===== src/hw/rtl/bst_pkg.sv =====
package bst_pkg;

    localparam int REQ_W     = 3;
    localparam int INDEX_W   = 10;
    localparam int DATA_W    = 32;
    localparam int STATUS_W  = 3;
    localparam int WORD_BITS = 64;
    localparam int BIT_AW    = 6;
    localparam int TDATA_W   = 48;

    typedef enum logic [REQ_W-1:0] {
        REQ_ADD    = 3'd0,
        REQ_REMOVE = 3'd1,
        REQ_SET    = 3'd2,
        REQ_GET    = 3'd3,
        REQ_CLEAR  = 3'd4
    } req_t;

    typedef enum logic [STATUS_W-1:0] {
        ST_OK     = 3'd0,
        ST_FULL   = 3'd1,
        ST_RANGE  = 3'd2,
        ST_UNUSED = 3'd3,
        ST_ZERO   = 3'd4
    } status_t;

    // Commands from the controller to the datapath.
    typedef struct packed {
        logic    load_req;
        logic    bm_rd;
        logic    bm_wr;
        logic    val_wr;
        logic    val_rd;
        logic    clear_all;
        logic    set_status;
        status_t status;
        logic    set_alloc;
        logic    set_read;
        logic    out_load;
    } cmd_t;

    // Conditions reported by the datapath.
    typedef struct packed {
        req_t req;
        logic is_zero;
        logic out_range;
        logic none_free;
        logic bit_used;
        logic alloc_over;
        logic out_free;
    } dp_status_t;

endpackage


===== src/hw/rtl/bst_ctrl.sv =====
module bst_ctrl (
    input  logic                aclk,
    input  logic                aresetn,
    input  logic                s_tvalid,
    output logic                s_tready,
    input  bst_pkg::dp_status_t dp_sts,
    output bst_pkg::cmd_t       cmd
);

    import bst_pkg::*;

    typedef enum logic [2:0] {
        S_IDLE,
        S_DECODE,
        S_EXEC,
        S_GET_WAIT,
        S_DONE
    } state_t;

    state_t state_reg;
    state_t state_next;

    always_ff @(posedge aclk) begin
        if (!aresetn) begin
            state_reg <= S_IDLE;
        end else begin
            state_reg <= state_next;
        end
    end

    always_comb begin
        state_next = state_reg;
        cmd        = '0;
        cmd.status = ST_OK;
        s_tready   = 1'b0;
        case (state_reg)
            S_IDLE: begin
                s_tready = 1'b1;
                if (s_tvalid) begin
                    cmd.load_req = 1'b1;
                    state_next   = S_DECODE;
                end
            end
            S_DECODE: begin
                state_next = S_DONE;
                case (dp_sts.req)
                    REQ_ADD: begin
                        if (dp_sts.none_free) begin
                            cmd.set_status = 1'b1;
                            cmd.status     = ST_FULL;
                        end else begin
                            cmd.bm_rd  = 1'b1;
                            state_next = S_EXEC;
                        end
                    end
                    REQ_REMOVE, REQ_GET: begin
                        if (dp_sts.out_range) begin
                            cmd.set_status = 1'b1;
                            cmd.status     = ST_RANGE;
                        end else begin
                            cmd.bm_rd  = 1'b1;
                            state_next = S_EXEC;
                        end
                    end
                    REQ_SET: begin
                        // The zero-value check takes priority over the index checks.
                        if (dp_sts.is_zero) begin
                            cmd.set_status = 1'b1;
                            cmd.status     = ST_ZERO;
                        end else if (dp_sts.out_range) begin
                            cmd.set_status = 1'b1;
                            cmd.status     = ST_RANGE;
                        end else begin
                            cmd.bm_rd  = 1'b1;
                            state_next = S_EXEC;
                        end
                    end
                    REQ_CLEAR: begin
                        cmd.clear_all = 1'b1;
                    end
                    default: begin
                    end
                endcase
            end
            S_EXEC: begin
                state_next = S_DONE;
                case (dp_sts.req)
                    REQ_ADD: begin
                        if (dp_sts.alloc_over) begin
                            cmd.set_status = 1'b1;
                            cmd.status     = ST_FULL;
                        end else begin
                            cmd.bm_wr     = 1'b1;
                            cmd.val_wr    = 1'b1;
                            cmd.set_alloc = 1'b1;
                        end
                    end
                    REQ_REMOVE: begin
                        if (!dp_sts.bit_used) begin
                            cmd.set_status = 1'b1;
                            cmd.status     = ST_UNUSED;
                        end else begin
                            cmd.bm_wr = 1'b1;
                        end
                    end
                    REQ_SET: begin
                        if (!dp_sts.bit_used) begin
                            cmd.set_status = 1'b1;
                            cmd.status     = ST_UNUSED;
                        end else begin
                            cmd.val_wr = 1'b1;
                        end
                    end
                    REQ_GET: begin
                        if (!dp_sts.bit_used) begin
                            cmd.set_status = 1'b1;
                            cmd.status     = ST_UNUSED;
                        end else begin
                            cmd.val_rd = 1'b1;
                            state_next = S_GET_WAIT;
                        end
                    end
                    default: begin
                    end
                endcase
            end
            S_GET_WAIT: begin
                cmd.set_read = 1'b1;
                state_next   = S_DONE;
            end
            S_DONE: begin
                if (dp_sts.out_free) begin
                    cmd.out_load = 1'b1;
                    state_next   = S_IDLE;
                end
            end
            default: begin
                state_next = S_IDLE;
            end
        endcase
    end

endmodule


===== config.mk =====
export PLATFORM = sky130hd
export DESIGN_NAME = bst_ctrl
export DESIGN_NICKNAME = d
export VERILOG_FILES = /design/src/hw/rtl/bst_pkg.sv /design/src/hw/rtl/bst_ctrl.sv
export SDC_FILE = /design/constraint.sdc
export NUM_CORES = 1
export LEC_CHECK = 0
export ABC_AREA = 0
export BUFFER_PORTS_ARGS = -buffer_cell sky130_fd_sc_hd__buf_2
export CAP_MARGIN = 30
export CELL_PAD_IN_SITES_DETAIL_PLACEMENT = 1
export CELL_PAD_IN_SITES_GLOBAL_PLACEMENT = 2
export CORE_MARGIN = 4
export CORE_UTILIZATION = 21
export CTS_BUF_LIST = sky130_fd_sc_hd__clkbuf_2
export DETAILED_ROUTE_END_ITERATION = 6
export GPL_ROUTABILITY_DRIVEN = 1
export PLACE_DENSITY_LB_ADDON = 0.25
export SLEW_MARGIN = 20
export SYNTH_ARGS = -nofsm -noshare
export SYNTH_HDL_FRONTEND = slang
export SYNTH_SLANG_ARGS = --single-unit
export TNS_END_PERCENT = 30

===== constraint.sdc =====
create_clock -name aclk -period 4.18 [get_ports aclk]
set_clock_uncertainty 0.05 [all_clocks]
set_input_delay 0.418 -clock aclk [delete_from_list [all_inputs] [get_ports aclk]]
set_output_delay 0.418 -clock aclk [all_outputs]
set_load 0.005 [all_outputs]

# == After elaboration in Yosys (flattened, before gate mapping) ==
# Index checks and enable logic that the tools add are counted.
# word_totals
regBits,3
wordCells,55
# op_classes
eq_ne,10
mux,39
n_reduce_logical,5
# op_table
op,count
two-way mux 3 bit,8
two-way mux 4 bit,5
two-way mux 1 bit,17
case mux 4 bit (2 select lines),2
case mux 3 bit (5 select lines),1
equality test 3 x 2 -> 1 bit (second input constant),4
case mux 4 bit (3 select lines),1
case mux 3 bit (3 select lines),1
equality test 3 x 1 -> 1 bit (second input constant),2
equality test 3 bit (second input constant),2
zero test 3 bit,2
inequality test 2 bit (second input constant),2
case mux 1 bit (2 select lines),2
case mux 1 bit (3 select lines),1
OR reduction 3 bit,1
two-way mux 2 bit,1
AND reduction 2 bit,1
OR reduction 2 bit,1

# == Depth between registers and ports, before layout ==
# logic_depth
depth_word,4
ltp_mapped,5
mapped_depth_nobuf,4

# == Worst setup path after synthesis ==
# No wires, ideal clock.
# synth_path
path_type,register to output
start,reg state_reg[1]
end,out cmd[6] (netlist name)
arrival_ns,1.302
required_time_ns,3.712
path_slack_ns,2.410
stages_incl_launch_ff,6
n_path_buf,1
cell_sequence,dfxtp_1 -> buf_6 -> or3b_1 -> or2_1 -> a21oi_1 -> or2_1
# synth_lines
element,line_no,text
"start, declared",bst_ctrl.sv:20,state_t state_reg;
"start signal, assigned",bst_ctrl.sv:27,state_reg <= state_next;
"end, declared",bst_ctrl.sv:7,output bst_pkg::cmd_t cmd

==> results.md <==
| Step | Parameter | Value |
|:---|:---|:---|
| clock tree | Worst-skew pair later-pin latency | 0.20 ns |
| clock tree | Clock tree from TritonCTS | done |
| place | Final Wtd Congestion | 0.745 |
| timing | Setup TNS | 0 ns |
| critical path | Required time at the endpoint of the critical path | 3.71 ns |
| clock tree | Hold buffers post-CTS | 0 |
| floorplan | Floorplan die width | 49.6 µm |
| yosys | Sequential share of the synthesized area | 0.165 |
| place | Dpl ws | 2.12 ns |
| place | Post-DP HPWL | 996 µm |
| timing | Number of hold-slack violations in the final timing report | 0 |
| yosys | Area share of xor/xnor cells in the synthesized design | 0 |
| global routing | Pin count of the biggest net entering global routing | 11 |
| run status | Result of the run | completed |
| route | Initial DRC count | 5 |
| clock tree | Inserted Clock Buffers | 3 |
| layout | Synthesis-to-finish area growth | 39.5% |
| global routing | Global-route wire length before repair | 2020 µm |
| clock tree | Buffer type at the clock tree root | sky130_fd_sc_hd__clkbuf_2 |
| floorplan | Die area | 2460 µm² |
| power and ir drop | Power density over the cells | 205 nW/µm² |
| timing | Time the worst path needs with I/O delays and setup | 2.26 ns |
| timing | Relative slew slack | 0.665 |
| yosys | Synth Area in Compound Gates | 0.223 |
| timing | Final Max Tran Viols | 0 |
| floorplan | # IOs | 26 |
| timing | Unrepaired setup endpoints after global routing | false |
| layout | Flip-flop count of the largest register after layout | 3 |
| yosys | Seq cells post-synth | 3 |
| critical path | Kind of capture point of the worst setup path | output port |
| timing | Slew of the pin with the lowest slew margin | 0.496 ns |
| route | Post-route antenna net violation count | 0 |
| place | Count of buffers from port buffering | 25 |
| power and ir drop | Switching Fraction | 0.331 |
| critical path | Startpoint Class | flop |
| power and ir drop | Cell internal power dissipation | 0.0000696 W |
| global routing | Initial antenna violation count | 0 |
| power and ir drop | Clock share of power | 0.399 |
| clock tree | Clock-pin slew of the registers on the worst-case setup and hold paths | 0.05 ns |
| floorplan | Die Y-Extent | 49.6 µm |
| floorplan | Floorplan row count | 14 |
| layout | Utilization after layout | 0.322 |
| timing | Fin Hold WS | 0.401 ns |
| yosys | Dominant combinational cell family by area after synthesis | simple AND/OR/NAND/NOR gates |
| power and ir drop | Net load switching power | 0.0000344 W |
| floorplan | Starting utilization of the core area | 0.231 |
| yosys | Simple logic cell fraction of the synthesized area | 0.543 |
| timing | Setup violation total in the final timing report | 0 |
| critical path | CP max FO | 10 |
| flow run | # Max-Cap Violations | 0 |
| yosys | Mux cell area share after synthesis | 0 |
| clock tree | Total setup buffers inserted after CTS | 0 |
| route | Total number of vias | 476 |
| power and ir drop | Combinational power share | 0.278 |
| global routing | GRT Total Usage | 0.101 |
| clock tree | H-Tree Depth | 1 |
| route | Vias per std cell | 5.01 |
| timing | Share of the clock period used by the worst path after layout | 0.540 |
| yosys | Mapped Cells | 53 |
| clock tree | Resize count post-CTS | 0 |
| power and ir drop | Sequential Power Share | 0.322 |
| layout | Number of nets in the final layout | 92 |
| power and ir drop | VDD IR max | 0.0573 mV |
| critical path | Critical path start-end classification | reg2out |
| yosys | Post-Synth Adder-Cell Area | 0 |
| global routing | Global-route congestion overflow total | 0 |
| yosys | Syn Area/Cell | 6.87 µm² |
| timing | Final worst setup slack | 1.92 ns |
| clock tree | Number of sinks on the clock net | 3 |
| yosys | Synth cell types | 25 |
| worst hold path | Path class of the lowest-slack min-delay path | in2reg |
| timing | Highest Clock Rate | 443 MHz |
| critical path | Arrival time of the worst setup path | 1.79 ns |
| yosys | Yosys warning count | 0 |
| power and ir drop | Static leakage | 0.243 nW |
| route | DRC violation count after routing | 0 |
| global routing | Via count of the first global-routing pass | 441 |
| layout | Antenna Cells | 0 |
| layout | Share of cells above drive strength 1 | 0.430 |
| floorplan | Core ar. | 1580 µm² |
| critical path | Reg2Reg Setup Slack | 2.63 ns |
| clock tree | Clock buffer depth | 2 |
| yosys | Synthesized cell area | 364 µm² |
| route | First drt pass iteration count | 2 |
| route | Total detailed-routing wirelength | 1240 µm |
| route | Routed wire length per instance | 13.1 µm |
| yosys | Net count after synthesis | 65 |
## kinds of logic after synthesis
logic type      count (synthesis)
flops                           3
compound gates                 12
buf+inv                         4
simple gates                   34
## power groups by stage
stage          Clock (W)  Combinational, W  Sequential [W]
2_1_floorplan          0         0.0000171       0.0000327
3_3_place_gp           0         0.0000294       0.0000340
3_5_place_dp           0         0.0000293       0.0000338
4_1_cts        0.0000440         0.0000294       0.0000334
5_1_grt        0.0000466         0.0000325       0.0000338
6_report       0.0000415         0.0000289       0.0000335
## cells in the final DEF (no fill, tap or decap), types with 2 or more instances in the layout
master,count
sky130_fd_sc_hd__or2_1,2
sky130_fd_sc_hd__a21oi_1,5
sky130_fd_sc_hd__nor3_1,7
sky130_fd_sc_hd__buf_2,25
sky130_fd_sc_hd__nor2_1,7
sky130_fd_sc_hd__nor4b_1,3
sky130_fd_sc_hd__and2_1,2
sky130_fd_sc_hd__o31a_1,2
sky130_fd_sc_hd__dfxtp_1,3
sky130_fd_sc_hd__nand2_1,5
sky130_fd_sc_hd__clkbuf_2,4
## metrics by stage
| stage | cell area [µm²] | power [W] | instances |
|---|---|---|---|
| finish | 508 | 0.000104 | 95 |
| global route | 508 | 0.000113 | 95 |
| CTS | 508 | 0.000107 | 95 |
| detailed placement | 488 | 0.0000631 | 91 |
| global placement | 488 | 0.0000634 | 91 |
| floorplan | 364 | 0.0000498 | 53 |
## synthesized netlist by cell type
cell / count / area, µm²
sky130_fd_sc_hd__or2_2: 1 / 6.26
sky130_fd_sc_hd__inv_1: 1 / 3.75
sky130_fd_sc_hd__nor2_1: 7 / 26.3
sky130_fd_sc_hd__nand2b_1: 1 / 6.26
sky130_fd_sc_hd__o31a_1: 2 / 17.5
sky130_fd_sc_hd__or3b_1: 1 / 8.76
sky130_fd_sc_hd__o21ai_0: 1 / 5.00
sky130_fd_sc_hd__or4b_4: 1 / 13.8
sky130_fd_sc_hd__a21oi_1: 5 / 25.0
sky130_fd_sc_hd__and2_1: 2 / 12.5
sky130_fd_sc_hd__nor4_1: 1 / 6.26
sky130_fd_sc_hd__a21oi_2: 1 / 8.76
sky130_fd_sc_hd__nand4b_1: 1 / 8.76
sky130_fd_sc_hd__dfxtp_1: 3 / 60.1
sky130_fd_sc_hd__and3b_2: 1 / 10.0
sky130_fd_sc_hd__nor2b_1: 1 / 6.26
sky130_fd_sc_hd__nand2_1: 5 / 18.8
sky130_fd_sc_hd__buf_6: 1 / 11.3
sky130_fd_sc_hd__a2bb2oi_1: 1 / 8.76
sky130_fd_sc_hd__o21a_1: 1 / 7.51
sky130_fd_sc_hd__nor4b_1: 3 / 26.3
sky130_fd_sc_hd__buf_2: 2 / 10.0
sky130_fd_sc_hd__a31o_2: 1 / 8.76
sky130_fd_sc_hd__or2_1: 2 / 12.5
sky130_fd_sc_hd__nor3_1: 7 / 35.0
## worst paths after layout
path,startpoint,to,cells past startpoint
worst max-delay path,state_reg[1],cmd[3],5
worst min register to register,state_reg[2],state_reg[2],2
worst max register to register,state_reg[2],state_reg[1],4
worst min-delay path,aresetn,state_reg[0],2
## routing by layer
| metal | routed length, µm | track usage | vias to the layer above |
|---|---|---|---|
| met5 | 0 | 0 | - |
| met1 | 645 | 0.142 | 214 |
| li1 | - | - | 250 |
| met4 | 0 | 0.0276 | 0 |
| met2 | 539 | 0.150 | 12 |
| met3 | 59 | 0.0271 | 0 |
## cell type report
class                      instances  area [µm²]
fill                             217        1070
multi-input combinational         46         279
timing repair buffer              25         125
sequential                         3        60.1
clock buffer                       4        20.0
tap                               16        20.0
inverter                           1        3.75
## worst max-delay path, cell delays in order, from the launching register on
cell	delay, ns
sky130_fd_sc_hd__dfxtp_1	0.49
sky130_fd_sc_hd__or3b_1	0.42
sky130_fd_sc_hd__or2_1	0.27
sky130_fd_sc_hd__a21oi_1	0.18
sky130_fd_sc_hd__a31o_2	0.13
sky130_fd_sc_hd__buf_2	0.10
Power figures use the tool's default switching activity.
